--- src/bse_pkg.sv ---
package bse_pkg;

   localparam int FRAC_BITS      = 28;
   localparam int REG_FRAC       = 28;
   localparam int INDEX_BITS_DEF = 12;
   localparam int COUNT_BITS_DEF = 12;

   localparam int ZW   = FRAC_BITS + 3;
   localparam int CW   = FRAC_BITS + 4;
   localparam int PW   = 2 * ZW;
   localparam int SQW  = PW - FRAC_BITS;
   localparam int XYW  = PW - FRAC_BITS + 1;
   localparam int SUMW = SQW + 1;
   localparam int RW   = FRAC_BITS + 9;

   localparam int SH_UP = (FRAC_BITS >= REG_FRAC) ? FRAC_BITS - REG_FRAC : 0;
   localparam int SH_DN = (FRAC_BITS >= REG_FRAC) ? 0 : REG_FRAC - FRAC_BITS;

   localparam int HUE_BITS  = 9;
   localparam int HUE_RANGE = 360;

   localparam int CSR_AW    = 5;
   localparam int REG_IDX_W = 3;

   localparam logic [REG_IDX_W-1:0] REG_ORIGIN_REAL  = 3'd0;
   localparam logic [REG_IDX_W-1:0] REG_STEP_REAL    = 3'd1;
   localparam logic [REG_IDX_W-1:0] REG_ORIGIN_IMAG  = 3'd2;
   localparam logic [REG_IDX_W-1:0] REG_STEP_IMAG    = 3'd3;
   localparam logic [REG_IDX_W-1:0] REG_ESCAPE_LIMIT = 3'd4;
   localparam logic [REG_IDX_W-1:0] REG_ITER_CAP     = 3'd5;
   localparam logic [REG_IDX_W-1:0] REG_HUE_OFFSET   = 3'd6;

   localparam logic signed [31:0] ORIGIN_RST       = -32'sd536870912;
   localparam logic [30:0]        STEP_RST         = 31'd1048576;
   localparam logic [2:0]         ESCAPE_LIMIT_RST = 3'd4;
   localparam int                 ITER_CAP_RST     = 255;
   localparam logic [8:0]         HUE_OFFSET_RST   = 9'd0;

   typedef struct packed {
      logic signed [31:0] origin_real;
      logic [30:0]        step_real;
      logic signed [31:0] origin_imag;
      logic [30:0]        step_imag;
      logic [2:0]         escape_limit;
      logic [8:0]         hue_offset;
   } cfg_type;

   typedef struct packed {
      logic accept;
      logic init;
      logic mul;
      logic update;
      logic div_load;
      logic div_step;
      logic out_load;
   } cmd_type;

   typedef struct packed {
      logic stop;
      logic in_set;
      logic div_last;
      logic out_free;
   } sts_type;

   function automatic logic signed [CW-1:0] to_frac(input logic signed [31:0] v);
      logic signed [63:0] w;
      begin
         w = 64'(v);
         w = (w <<< SH_UP) >>> SH_DN;
         return w[CW-1:0];
      end
   endfunction

endpackage

--- src/bse_csr.sv ---
module bse_csr #(
   parameter int COUNT_BITS = bse_pkg::COUNT_BITS_DEF
) (
   input  logic                        clock,
   input  logic                        reset,
   input  logic                        psel,
   input  logic                        penable,
   input  logic                        pwrite,
   input  logic [bse_pkg::CSR_AW-1:0]  paddr,
   input  logic [31:0]                 pwdata,
   output logic [31:0]                 prdata,
   output logic                        pready,
   output bse_pkg::cfg_type            cfg,
   output logic [COUNT_BITS-1:0]       iteration_cap
);
   import bse_pkg::*;

   cfg_type                cfg_ff, cfg_in;
   logic [COUNT_BITS-1:0]  cap_ff, cap_in;
   logic [REG_IDX_W-1:0]   idx;
   logic                   wr_en;

   assign idx    = paddr[CSR_AW-1:2];
   assign wr_en  = psel & penable & pwrite;
   assign pready = 1'b1;

   always_comb begin
      cfg_in = cfg_ff;
      cap_in = cap_ff;
      if (wr_en) begin
         unique case (idx)
            REG_ORIGIN_REAL:  cfg_in.origin_real  = pwdata;
            REG_STEP_REAL:    cfg_in.step_real    = pwdata[30:0];
            REG_ORIGIN_IMAG:  cfg_in.origin_imag  = pwdata;
            REG_STEP_IMAG:    cfg_in.step_imag    = pwdata[30:0];
            REG_ESCAPE_LIMIT: cfg_in.escape_limit = pwdata[2:0];
            REG_ITER_CAP:     cap_in              = pwdata[COUNT_BITS-1:0];
            REG_HUE_OFFSET:   cfg_in.hue_offset   = pwdata[8:0];
            default: ;
         endcase
      end
   end

   always_ff @(posedge clock) begin
      if (reset) begin
         cfg_ff.origin_real  <= ORIGIN_RST;
         cfg_ff.step_real    <= STEP_RST;
         cfg_ff.origin_imag  <= ORIGIN_RST;
         cfg_ff.step_imag    <= STEP_RST;
         cfg_ff.escape_limit <= ESCAPE_LIMIT_RST;
         cfg_ff.hue_offset   <= HUE_OFFSET_RST;
         cap_ff              <= COUNT_BITS'(ITER_CAP_RST);
      end else begin
         cfg_ff <= cfg_in;
         cap_ff <= cap_in;
      end
   end

   always_comb begin
      unique case (idx)
         REG_ORIGIN_REAL:  prdata = cfg_ff.origin_real;
         REG_STEP_REAL:    prdata = {1'b0, cfg_ff.step_real};
         REG_ORIGIN_IMAG:  prdata = cfg_ff.origin_imag;
         REG_STEP_IMAG:    prdata = {1'b0, cfg_ff.step_imag};
         REG_ESCAPE_LIMIT: prdata = 32'(cfg_ff.escape_limit);
         REG_ITER_CAP:     prdata = 32'(cap_ff);
         REG_HUE_OFFSET:   prdata = 32'(cfg_ff.hue_offset);
         default:          prdata = 32'd0;
      endcase
   end

   assign cfg           = cfg_ff;
   assign iteration_cap = cap_ff;

endmodule

--- config.mk ---
export PLATFORM = sky130hd
export DESIGN_NAME = bse_csr
export DESIGN_NICKNAME = d
export VERILOG_FILES = /design/src/bse_pkg.sv /design/src/bse_csr.sv
export SDC_FILE = /design/constraint.sdc
export NUM_CORES = 1
export LEC_CHECK = 0
export BUFFER_PORTS_ARGS = -buffer_cell sky130_fd_sc_hd__clkbuf_2
export CORE_MARGIN = 2
export CORE_UTILIZATION = 35
export DETAILED_ROUTE_END_ITERATION = 10
export HOLD_SLACK_MARGIN = 0.15
export PLACE_DENSITY = 0.65
export SLEW_MARGIN = 10
export SYNTH_ARGS = -nofsm -noshare
export SYNTH_HDL_FRONTEND = slang
export SYNTH_SLANG_ARGS = --single-unit
--- constraint.sdc ---
create_clock -name clock -period 2.06 [get_ports clock]
set_input_delay 0.412 -clock clock [delete_from_list [all_inputs] [get_ports clock]]
set_output_delay 0.412 -clock clock [all_outputs]
set_load 0.1 [all_outputs]
# Word-level counts from Yosys, hierarchy flattened
# Index checks and enable logic that the tools add are counted.
# totals
ff_bits	150
elab_cells	24
# op_classes
n_eq_ne	6
muxes	1
n_bitwise	2
n_reduce_logical	8
# op_table
cell	n
32-bit case mux with 7 select lines	1
2-bit AND reduction	7
3-bit == test (second input constant)	3
3-bit by 2-bit == test with 1-bit output (second input constant)	2
3-bit by 1-bit == test with 1-bit output (second input constant)	1
3-bit zero test	1
1-bit AND	2

# Logic depth before layout (Yosys ltp)
# logic_depth
ltp_word	3
depth_mapped	6
mapped_depth_nobuf	3

# Least setup slack after synthesis
# No wires, ideal clock.
# synth_path
path_type	register to output
start	reg cfg_ff, in the netlist cfg[0]
end	out prdata[0]
arrival_ns	3.629
required_time_ns	1.648
path_slack_ns	-1.981
path_stages_with_launch	4
n_path_buf	0
cell_sequence	dfxtp_1 mux2i_1 o221a_2 a221oi_1
# synth_via
elab_chain_cells	1
# synth_lines
element	line_no	source
from (decl)	bse_csr.sv:18	cfg_type cfg_ff, cfg_in;
from (signal assigned)	bse_csr.sv:54	cfg_ff <= cfg_in;
32-bit case mux with 7 select lines	bse_csr.sv:60	unique case (idx)
to (decl)	bse_csr.sv:11	output logic [31:0] prdata,
# Every way passes these cells.

# Worst setup path after layout
# layout_path
start	in paddr[3] in the netlist's numbering
end	out prdata[7]
# layout_via
elab_chain_cells	2
# layout_lines
element	line_no	source
from (decl)	bse_csr.sv:9	input logic [bse_pkg::CSR_AW-1:0] paddr,
3-bit == test, or another cell as far along	bse_csr.sv:60	
32-bit case mux with 7 select lines (*)	bse_csr.sv:60	
# Mark *: on every way between the ends. The rest lies on a longest branch, timed or not.

==> results.md <==
- Synth top area share: 41.6%
- IO Count: 225
- TritonCTS clock tree: done
- Design area: 0.0105 mm^2
- R2r setup slk: 1.37 ns
- H-tree depth: 4
- Max Buffers Root-to-Sink: 2
- Worst vdd ir: 0.537 mV
- Hold Buf Count CTS: 0
- Worst skew pair latency: 0.41 ns
- Initial core utilization: 35.7%
- Worst slew pin tran: 0.574 ns
- Share of layout cells above drive strength 1: 54.2%
- Wire per inst: 17.9 um
- Worst setup SP type: primary input
- IO Port Bufs: 221
- Most frequent cell after synthesis: dfxtp_1
- Synth-to-Final Area Change: 45.7%
- Ys Warns: 0
- Slew HR: 61.9%
- Detailed Route Iter0 Violations: 236
- Dpl ws: -0.274 ns
- DIE WIDTH: 148 um
- Drt drc: 0
- Post-synthesis area per instance: 10.2 um^2
- Fin crit share: 98.5%
- Detailed Place HPWL: 16,000 um
- Register area share after synthesis: 41.6%
- FF-to-FF Start: cfg[101]
- Crit end category: primary output
- Clk root buf: clkbuf_16
- Worst-path clk slew: 0.06 ns
- Gr ovfl total: 0
- Placed cell area: 0.00979 mm^2
- Outcome: finished clean
- Slew Limit Fails: 0
- Vias in the first global route: 6,035
- CP startpoint: paddr[3]
- Final Util: 52.0%
- Data required time of the worst path: 1.65 ns
- Final hold violation count: 0
- Non-filler cells, final: 1,230
- Fin nets: 989
- Syn Nets: 750
- GP Congestion: 0.803
- Die area: 0.0218 mm^2
- Cells after Synth: 708
- Crit Path Class: primary input to primary output
- Worst Hold Launch: pwdata[19]
- Via count: 6,227
- Synth Flop Type: dfxtp_1
- Cts bufs inserted: 17
- First-pass GRT wire length: 34,400 um
- Top cells by count, synth: dfxtp_1, nand2b_1, mux2i_1
- Cells after DPL: 1,195
- # diodes: 0
- P per Cell Area: 678 mW/mm^2
- Max Clk Rate: 0.493 GHz
- Drt total wl: 22,000 um
- Arr. time, crit path: 1.62 ns
- Post-synth EDFFs: 0
- Gr usage total: 20.0%
- Asr flop ratio synth: 0%
- ANT nets after route: 0
- Yosys cell types: 41
- Synth Register Bits: 150
- Initial antenna violation count: 0
- Max Cap Violations: 0
- Core Area: 0.0202 mm^2
- Class of the worst hold path: primary input to flip-flop
- Final Skew: 0 ns
- # rows: 52
- DIE HEIGHT: 148 um
- Cell accounting for the most synthesized area: dfxtp_1
- Static leakage: 4.82 nW
- Crit-path max FO: 17
- Final critical-path setup slack: 0.0303 ns
- Pre-antenna DRT Iters: 5
- Area contributors post-synth: dfxtp_1, mux2i_1, nand2b_1
- Post-Syn Area: 0.00723 mm^2
- Largest net degree at the start of global routing: 98
- Num Clock Sinks: 150
- Tmin final: 2.03 ns
- Vias/cell: 5.06
- Final setup viols: 0
- RSZ-0062 raised after global routing: no
-- metrics by stage --
step	hold slack [ns]	TNS, ns	total power, mW
finish	0.237	0	7.14
global route	0.223	0	7.40
CTS	0.212	0	7.21
detailed placement	0.468	-6.90	3.95
global placement	0.466	-6.25	3.94
floorplan	0.552	-6.10	3.64
-- metal layers --
| layer | wire [um] | up-vias | track usage (%) | share of wire (%) |
|---|---|---|---|---|
| met5 | 0 | - | 0 | 0 |
| met4 | 248 | 0 | 5.38 | 1.1 |
| met3 | 1250 | 20 | 3.92 | 5.7 |
| met2 | 10400 | 193 | 32.3 | 47 |
| met1 | 10100 | 3051 | 27.4 | 46 |
| li1 | - | 2963 | - | - |
-- kinds of logic (layout without fill, tap and decap cells) --
group / Yosys count / count (layout) / synth area share (%)
AOI/OAI and AO/OA: 88 / 88 / 7.43
muxes: 164 / 164 / 26.2
and+or+nand+nor: 239 / 239 / 19.7
buffers and inverters: 66 / 318 / 5.09
other: 1 / 1 / 0.0519
DFF: 150 / 150 / 41.6
-- flip-flops by register name, indices dropped and copies added (netlist names) --
| signal | count |
|---|---|
| iteration_cap | 12 |
| cfg | 138 |
-- cell type report --
type	count	area [um^2]
multi-input cells	492	4140
well taps	270	338
flip-flops and latches	150	3170
fillers	1831	9710
repair buffers	283	2240
clock buffers	20	478
inverters	3	11.3
clock inverters	12	141
-- worst max-delay path, stage by stage --
cell,delay (ns)
buf_12,0.14
buf_4,0.14
nand2b_2,0.25
buf_4,0.21
o221ai_4,0.24
buf_12,0.21
-- worst paths after layout --
| check | endpoint | cells after the start |
|---|---|---|
| worst max-delay path | prdata[7] | 6 |
| worst min-delay path | cfg[94] | 3 |
| worst max register to register | cfg[101] | 2 |
| worst min register to register | cfg[111] | 2 |
-- report_power, final --
group          internal, mW  switching (mW)  total, mW
Clock                  1.94            1.30       3.24
Combinational         0.344           0.623      0.968
Sequential             2.92          0.0190       2.94
Total                  5.20            1.94       7.14
-- cells in the final DEF, fill, tap and decap left out, types with 4 or more instances in the layout --
cell type   Yosys  layout
a21oi_1        32      32
buf_12          0      44
buf_4          15      50
clkbuf_16       0      18
clkbuf_2        1     185
clkinvlp_4      0       4
dfxtp_1       150      22
dfxtp_2         0     124
dfxtp_4         0       4
mux2_2         10       9
mux2i_1       135     135
mux4_2         19      19
nand2b_1      136     135
nand3_1        30      30
nor2_1         31      30
nor2b_4         0      19
nor3b_1         4       4
o21ai_0        30      28
-- what timing repair did --
action,in CTS,in global routing
setup buffers,0,3
cloned,1,0
endpoints found under the setup margin,31,7
gates resized for setup,14,7
pin swaps,3,4
Note: power is estimated with default switching activity, not from simulation.
