<file path="config.mk">
export PLATFORM = sky130hd
export DESIGN_NAME = bse_ctrl
export DESIGN_NICKNAME = d
export VERILOG_FILES = /design/src/bse_pkg.sv /design/src/bse_ctrl.sv
export SDC_FILE = /design/constraint.sdc
export NUM_CORES = 1
export LEC_CHECK = 0
export BUFFER_PORTS_ARGS = -buffer_cell sky130_fd_sc_hd__clkbuf_2
export CAP_MARGIN = 10
export CORE_AREA = 5 5 42 44
export CTS_BUF_LIST = sky130_fd_sc_hd__clkbuf_8
export DETAILED_ROUTE_END_ITERATION = 8
export DIE_AREA = 0 0 47 49
export PLACE_DENSITY_LB_ADDON = 0.15
export SLEW_MARGIN = 5
export SYNTH_ARGS = -nofsm -noshare
export SYNTH_HDL_FRONTEND = slang
export SYNTH_SLANG_ARGS = --single-unit
</file>
<file path="constraint.sdc">
create_clock -name clock -period 2.02 [get_ports clock]
set_clock_uncertainty 0.2 [all_clocks]
set_input_delay 0.202 -clock clock [delete_from_list [all_inputs] [get_ports clock]]
set_output_delay 0.202 -clock clock [all_outputs]
set_load 0.01 [all_outputs]
</file>
<file path="src/bse_pkg.sv">
package bse_pkg;

   localparam int FRAC_BITS      = 28;
   localparam int REG_FRAC       = 28;
   localparam int INDEX_BITS_DEF = 12;
   localparam int COUNT_BITS_DEF = 12;

   localparam int ZW   = FRAC_BITS + 3;
   localparam int CW   = FRAC_BITS + 4;
   localparam int PW   = 2 * ZW;
   localparam int SQW  = PW - FRAC_BITS;
   localparam int XYW  = PW - FRAC_BITS + 1;
   localparam int SUMW = SQW + 1;
   localparam int RW   = FRAC_BITS + 9;

   localparam int SH_UP = (FRAC_BITS >= REG_FRAC) ? FRAC_BITS - REG_FRAC : 0;
   localparam int SH_DN = (FRAC_BITS >= REG_FRAC) ? 0 : REG_FRAC - FRAC_BITS;

   localparam int HUE_BITS  = 9;
   localparam int HUE_RANGE = 360;

   localparam int CSR_AW    = 5;
   localparam int REG_IDX_W = 3;

   localparam logic [REG_IDX_W-1:0] REG_ORIGIN_REAL  = 3'd0;
   localparam logic [REG_IDX_W-1:0] REG_STEP_REAL    = 3'd1;
   localparam logic [REG_IDX_W-1:0] REG_ORIGIN_IMAG  = 3'd2;
   localparam logic [REG_IDX_W-1:0] REG_STEP_IMAG    = 3'd3;
   localparam logic [REG_IDX_W-1:0] REG_ESCAPE_LIMIT = 3'd4;
   localparam logic [REG_IDX_W-1:0] REG_ITER_CAP     = 3'd5;
   localparam logic [REG_IDX_W-1:0] REG_HUE_OFFSET   = 3'd6;

   localparam logic signed [31:0] ORIGIN_RST       = -32'sd536870912;
   localparam logic [30:0]        STEP_RST         = 31'd1048576;
   localparam logic [2:0]         ESCAPE_LIMIT_RST = 3'd4;
   localparam int                 ITER_CAP_RST     = 255;
   localparam logic [8:0]         HUE_OFFSET_RST   = 9'd0;

   typedef struct packed {
      logic signed [31:0] origin_real;
      logic [30:0]        step_real;
      logic signed [31:0] origin_imag;
      logic [30:0]        step_imag;
      logic [2:0]         escape_limit;
      logic [8:0]         hue_offset;
   } cfg_type;

   typedef struct packed {
      logic accept;
      logic init;
      logic mul;
      logic update;
      logic div_load;
      logic div_step;
      logic out_load;
   } cmd_type;

   typedef struct packed {
      logic stop;
      logic in_set;
      logic div_last;
      logic out_free;
   } sts_type;

   function automatic logic signed [CW-1:0] to_frac(input logic signed [31:0] v);
      logic signed [63:0] w;
      begin
         w = 64'(v);
         w = (w <<< SH_UP) >>> SH_DN;
         return w[CW-1:0];
      end
   endfunction

endpackage

</file>
<file path="src/bse_ctrl.sv">
module bse_ctrl (
   input  logic              clock,
   input  logic              reset,
   input  logic              req_valid,
   output logic              req_ready,
   output bse_pkg::cmd_type  cmd,
   input  bse_pkg::sts_type  sts
);
   import bse_pkg::*;

   localparam logic [2:0] S_IDLE = 3'd0;
   localparam logic [2:0] S_MAP  = 3'd1;
   localparam logic [2:0] S_MUL  = 3'd2;
   localparam logic [2:0] S_UPD  = 3'd3;
   localparam logic [2:0] S_DIV  = 3'd4;
   localparam logic [2:0] S_HUE  = 3'd5;

   logic [2:0] state_ff, state_in;

   always_comb begin
      state_in  = state_ff;
      cmd       = '0;
      req_ready = 1'b0;
      unique case (state_ff)
         S_IDLE: begin
            req_ready = 1'b1;
            if (req_valid) begin
               cmd.accept = 1'b1;
               state_in   = S_MAP;
            end
         end
         S_MAP: begin
            cmd.init = 1'b1;
            state_in = S_MUL;
         end
         S_MUL: begin
            cmd.mul  = 1'b1;
            state_in = S_UPD;
         end
         S_UPD: begin
            if (!sts.stop) begin
               cmd.update = 1'b1;
               state_in   = S_MUL;
            end else if (sts.in_set) begin
               state_in = S_HUE;
            end else begin
               cmd.div_load = 1'b1;
               state_in     = S_DIV;
            end
         end
         S_DIV: begin
            cmd.div_step = 1'b1;
            if (sts.div_last) begin
               state_in = S_HUE;
            end
         end
         S_HUE: begin
            if (sts.out_free) begin
               cmd.out_load = 1'b1;
               state_in     = S_IDLE;
            end
         end
         default: state_in = S_IDLE;
      endcase
   end

   always_ff @(posedge clock) begin
      if (reset) begin
         state_ff <= S_IDLE;
      end else begin
         state_ff <= state_in;
      end
   end

endmodule

</file>
# Word level (Yosys, flattened, before mapping)
# Cells that the tools add are included.
dict set report word_totals {
  ff_bits 3
  latchBits 0
  ramBits 0
  romBits 0
  input_bits 7
  word_cells 29
  mem_count 0
}
dict set report classes {
  addsub 0
  n_mul 0
  div 0
  order_cmp 0
  n_eq_ne 8
  shifts 0
  muxes 18
  bitwise 0
  reduce_logical 2
}
# op count
set op_table {}
lappend op_table {{3-bit one-hot mux with 6 select lines} 1}
lappend op_table {{1-bit two-way mux} 12}
lappend op_table {{3-bit two-way mux} 4}
lappend op_table {{3-bit by 2-bit equality test with 1-bit output, second input constant} 2}
lappend op_table {{3-bit equality test, second input constant} 2}
lappend op_table {{2-bit inequality test, second input constant} 3}
lappend op_table {{3-bit by 1-bit equality test with 1-bit output, second input constant} 1}
lappend op_table {{3-bit zero test} 1}
lappend op_table {{3-bit AND reduction} 1}
lappend op_table {{2-bit two-way mux} 1}

# Depth between registers and ports, before layout
# Gate-level depths: netlist of run 1.
dict set report logic_depth {
  word_depth 3
  ltp_mapped 4
  mapped_depth_nobuf 3
}

# Worst setup path before layout of run 1
# Ideal clock, no wire load.
dict set report synth_path {
  kind {flip-flop to output port}
  start {register state_ff[1]}
  end {output cmd[6] (netlist bit)}
  arrival_time_ns 1.021
  required_ns 1.618
  path_slack_ns 0.597
  stages_incl_launch_ff 4
  path_buffers 1
  path_cell_list {dfxtp_1 buf_2 nor3_1 and2_1}
}
# element line
set synth_lines {}
lappend synth_lines {{start, declared} bse_ctrl.sv:18} ;# logic [2:0] state_ff, state_in;
lappend synth_lines {{start signal, assigned} bse_ctrl.sv:71} ;# state_ff <= state_in;
lappend synth_lines {{end, declared} bse_ctrl.sv:6} ;# output bse_pkg::cmd_type cmd,

==> flow_summary.yaml, run 1 <==
cells_and_area:
  antenna_cells: 0
  nets: 53
  drive_above_1_share: 0.3778
  stdcell_area_um2: 347.8
  postLayoutCoreUtil: 0.2482
  nFillCells: 167
  regMostFlops: "state_ff"
  area_growth_pct: 57.95
  regArea_um2: 60.06
  multi_input_area_um2: 142.6
  largest_reg_flops: 3
  largest_registers: "state_ff (3)"
clocking:
  clk_pin_slew_ns: 0.03
  clk_latency_ns: 0.21
  htree_levels: 1
  postCtsSetupBuffers: 0
  cts_inserted_buffers: 3
  cts_root_buf: "clkbuf_8"
  clock_path_buffers: 2
  cts_tree: "yes"
  clock-sinks: 3
global_route:
  grtUsageTotal: 0.05911
  antenna_found_initial: 0
  grt_pass1_wl_um: 959
  grt_max_degree: 14
  grt_pass1_vias: 237
  grt_overflow: 0
pwr:
  ir_drop_v: 0.0002688
  p_int_mw: 0.2509
  switchingPower_mw: 0.1158
  swShare: 0.3158
  p_per_area_nw_per_um2: 1054
  p_comb_frac: 0.262
  power_frac_clock: 0.463
  seqPwrFrac: 0.275
  p_leak_nw: 0.1551
setup_path:
  crit_path_start_kind: "flip-flop"
  end_kind: "output pin"
  crit_type: "reg -> out"
  cp.arrival_ns: 1.24
  critPathLaunch: "state_ff[0]"
  crit_fanout: 13
  r2r-start: "state_ff[1]"
  required_ns: 1.62
route:
  wl_met2_um: 264
  ant_nets: 0
  vias: 271
  dr_wl_met3_um: 54
  via_per_inst: 4.443
  wl_um: 650
  firstDrtPassIters: 4
  top_layer_used: "met4"
  drtIter0Drc: 2
  m1WireLength_um: 317
  drc: 0
  wl_per_cell_um: 10.66
floorplanning:
  num_rows: 14
  start_util: 0.1571
  core_um2: 1401
  die_h_um: 49
  pin_count: 15
  die-area_um2: 2303
  die_w_um: 47
synth:
  syn_area_um2: 220.2
  synthXorXnorAreaFrac: 0
  synth_cell_types: 19
  synth-compound-area-share: 0.1932
  async_flop_share: 0
  synth_mux_area_frac: 0
  avgSynthCellArea_um2: 7.593
  netlist.area_leader.share: 0.2727
  ys_ff_latch: 3
  syn-num-nets: 36
  synthTopCellsByArea: "dfxtp_1 (27%), nor3b_1 (6.8%), nand2b_1 (5.7%)"
  synthCells: 29
  synthSimpleGateAreaFrac: 0.4545
  ys_warn_count: 0
  synth_fa_ha_area_frac: 0
  synth_commonest_cells: "dfxtp_1 (3), nor2_1 (3)"
  synth_top_area_cell: "dfxtp_1"
  synth_top_family_by_area: "simple AND/OR/NAND/NOR gates"
  synth_edf_count: 0
  synth_ff_type: "dfxtp_1"
  yosysSeqAreaShare: 0.2727
placement:
  hpwl_um: 480.1
  port_buffers: 14
  gp_congestion: 0.6676
  dpl_cell_area_um2: 292.8
timing:
  post-route-period-util: 0.8150
  setup_viol: 0
  min_period_ns: 1.646
  worstMarginPinSlew_ns: 0.3821
  fmax_mhz: 607.4
  slew_headroom: 0.7449
  rsz0062_at_grt: "no"
  slew_viol_final: 0
  finalHoldViolations: 0
  fin_tns_setup_ns: 0
outcome:
  status: "complete, no violations"
run:
  cap_violations: 0
hold_path:
  hp-start: "sts[1]"
  hold_class: "in -> reg"
critical path, stage by stage, from the launching register on:
cell and delay, ns:
dfxtp_1 0.54, nor4bb_1 0.31, clkbuf_2 0.17
layer usage:
metal	global-route usage	up-vias
li1	-	140
met1	0.07675	117
met2	0.07014	12
met3	0.01107	2
met4	0.06912	0
met5	0	-
final timing paths:
kind / end / slack (ns) / cells past startpoint
max: cmd[3] / 0.37 / 2
min: state_ff[0] / 0.11 / 3
max reg2reg: state_ff[2] / 0.69 / 2
min reg2reg: state_ff[1] / 0.44 / 1
through the flow:
| step | worst slack [ns] | power (mW) | cells | hold slack [ns] |
|---|---|---|---|---|
| 3_5_place_dp | 0.5990 | 0.1981 | 56 | 0.2222 |
| 2_1_floorplan | 0.5968 | 0.1636 | 29 | 0.07414 |
| 6_report | 0.3738 | 0.3667 | 61 | 0.1138 |
| 4_1_cts | 0.3761 | 0.3738 | 61 | 0.1190 |
| 3_3_place_gp | 0.6066 | 0.1995 | 56 | 0.2309 |
| 5_1_grt | 0.3244 | 0.3894 | 61 | 0.1491 |
final cells by class:
cell class / count / share of cell area
clock buffer: 3 / 0.1187
clock inverter: 1 / 0.01079
multi-input combinational: 23 / 0.4101
sequential: 3 / 0.1727
tap: 16 / 0.05755
timing repair buffer: 15 / 0.2302
power groups by stage:
stage | sequential (mW) | combinational [mW] | clock [mW]
2_1_floorplan | 0.0758 | 0.0877 | 0
3_3_place_gp | 0.102 | 0.0972 | 0
3_5_place_dp | 0.102 | 0.0964 | 0
4_1_cts | 0.101 | 0.0981 | 0.175
5_1_grt | 0.103 | 0.106 | 0.180
6_report | 0.101 | 0.0960 | 0.170
cell usage in the layout (no fill, tap or decap), types with 2 or more instances in the layout:
| cell type | netlist | routed |
|---|---|---|
| nor3b_1 | 2 | 2 |
| nor3_1 | 2 | 2 |
| dfxtp_1 | 3 | 3 |
| clkbuf_8 | 0 | 3 |
| clkbuf_2 | 0 | 14 |
| nand3_1 | 2 | 2 |
| nand2b_1 | 2 | 2 |
| o21ai_0 | 2 | 2 |
| nor2_1 | 3 | 3 |
what timing repair did:
item                       4_1_cts  5_1_grt
gates resized for setup          0        0
hold endpoints to repair         1        0
setup endpoints to repair        0        0
hold buffers                     1        0
cells by family after synthesis:
family | after synthesis
AOI/OAI and AO/OA | 6
buffers and inverters | 3
DFF | 3
and+or+nand+nor | 17
No activity file was read; power rests on OpenSTA's default activity.
==> inputs of run 2 (changes only) <==
==> constraint.sdc (replaced) <==
create_clock -name clock -period 1.4 [get_ports clock]
set_clock_uncertainty 0.2 [all_clocks]
set_input_delay 0.14 -clock clock [delete_from_list [all_inputs] [get_ports clock]]
set_output_delay 0.14 -clock clock [all_outputs]
set_load 0.01 [all_outputs]
==> run 2 against run 1 <==
Net effect: routed wire length increased by 16%; the run now ends with negative setup slack left; global-route usage grew 0.84 points; die area is the same; first-iteration DRC count grew to 3.0 times the previous value; sequential power up 56%; non-clock buffer count grew 4; largest power group unchanged; hold slack worse by 0.071 ns; final cell count increased by 6.6%; setup slack worse by 0.39 ns; via count grew 3.3%; clock power is 42% higher; critical path depth unchanged.
==> flow_summary.yaml, run 2 (synthesis gave the netlist of run 1 again) <==
cells_and_area:
  postLayoutCoreUtil: 0.3018
  final_common_cell: "clkbuf_2"
  multi_input_area_um2: 178.9
  largest_reg_flops: 3
  fin_cells: 65
  stdcell_area_um2: 422.9
  area_growth_pct: 92.05
  largest_registers: "state_ff (3)"
  regArea_um2: 71.32
  drive_above_1_share: 0.5714
  nets: 57
  final_cell_mix: "clkbuf_2 (11), buf_2 (4)"
  nFillCells: 165
  regMostFlops: "state_ff"
  antenna_cells: 0
placement:
  port_buffers: 14
  gp_congestion: 0.6899
  placed_cells: 58
  dpl_cell_area_um2: 307.8
  hpwl_um: 502.7
floorplanning:
  num_rows: 14
  die_h_um: 49
  start_util: 0.1571
  pin_count: 15
  die-area_um2: 2303
  die_w_um: 47
  core_um2: 1401
clocking:
  cts_inserted_buffers: 3
  cts_root_buf: "clkbuf_8"
  clk_pin_slew_ns: 0.03
  clk_latency_ns: 0.21
  clock_path_buffers: 2
  htree_levels: 1
  clock-sinks: 3
  cts_tree: "yes"
timing:
  slew_viol_final: 0
  whs_ns: 0.04282
  post-route-period-util: 1.010
  fin_tns_setup_ns: -0.01464
  fmax_mhz: 706.9
  setup_ws_ns: -0.01464
  slew_headroom: 0.8541
  min_period_ns: 1.415
  rsz0062_at_grt: "yes"
  setup_viol: 1
  finalHoldViolations: 0
  worstMarginPinSlew_ns: 0.2169
hold_path:
  holdPathStages: 4
  min_to: "state_ff[0]"
  hp-start: "sts[0]"
  hold_class: "in -> reg"
global_route:
  grt_pass1_wl_um: 1104
  grt_overflow: 0
  grt_max_degree: 13
  antenna_found_initial: 0
  grt_pass1_vias: 276
  grtUsageTotal: 0.06756
route:
  via_per_inst: 4.308
  wl_per_cell_um: 11.60
  drtIter0Drc: 6
  drc: 0
  firstDrtPassIters: 3
  wl_um: 754
  ant_nets: 0
  vias: 280
setup_path:
  crit_path_start_kind: "flip-flop"
  rrSetupSlack_ns: 0.06
  timing.rr.end: "state_ff[2]"
  reg2regPathDepth: 3
  r2r-start: "state_ff[0]"
  required_ns: 1.06
  cp.arrival_ns: 1.07
  crit_type: "reg -> out"
  crit_fanout: 7
  end_kind: "output pin"
outcome:
  status: "complete, but fails checks"
  failed_checks: "negative setup slack"
run:
  cap_violations: 0
pwr:
  p_leak_nw: 0.1879
  ir_drop_v: 0.0004299
  p_per_area_nw_per_um2: 1405
[run 2: cell types whose count changed in the layout (fill, tap and decap cells not counted), sizes merged]
cell,delta
clkbuf,-3
buf,+7
[run 2: worst max-delay path by stage]
| stage | start | slack [ns] | end |
|---|---|---|---|
| 4_1_cts | state_ff[0] | -0.0008 | cmd[3] |
| 3_3_place_gp | state_ff[1] | 0.01 | state_ff[2] |
| 2_1_floorplan | state_ff[1] | 0.04 | cmd[6] |
| 3_5_place_dp | state_ff[1] | 0.06 | state_ff[2] |
| 6_report | state_ff[0] | -0.01 | cmd[3] |
| 5_1_grt | state_ff[0] | -0.06 | cmd[3] |
[run 2: stage by stage]
stage               total power [mW]  setup slack, ns
global route                  0.6400         -0.06358
detailed placement            0.2994          0.06230
CTS                           0.5608       -0.0008218
floorplan                     0.2360          0.03885
global placement              0.3036          0.01377
finish                        0.5943         -0.01464
[run 2: cell type report]
type	count	area share
clock buffers	3	0.09763
multi-input cells	23	0.4231
repair buffers	19	0.2544
well taps	16	0.04734
clock inverters	1	0.008876
flip-flops and latches	3	0.1686
[run 2: per-layer routing]
layer | global-route usage | vias to the layer above | part of all wire
met3 | 0.003690 | 0 | 0.078
met4 | 0.08295 | 0 | 0
met2 | 0.09502 | 10 | 0.47
met1 | 0.07675 | 120 | 0.45
met5 | 0 | - | 0
li1 | - | 150 | -
[run 2: repair_timing]
item,4_1_cts,5_1_grt
setup endpoints to repair,7,6
resized for setup,5,11
buffers inserted,0,2
pin swaps,0,4
hold endpoints to repair,3,0
hold buffers,1,0
[run 2: critical path, cell delays in order (launching register included)]
cell,delay [ns]
dfxtp_4,0.38
nor4bb_4,0.29
buf_2,0.18
[run 2: report_power, final]
group	leakage (nW)	internal (mW)	switching [mW]
combinational	0.134	0.112	0.0826
sequential	0.0267	0.109	0.0491
clock	0.0269	0.186	0.0547
total	0.188	0.408	0.186
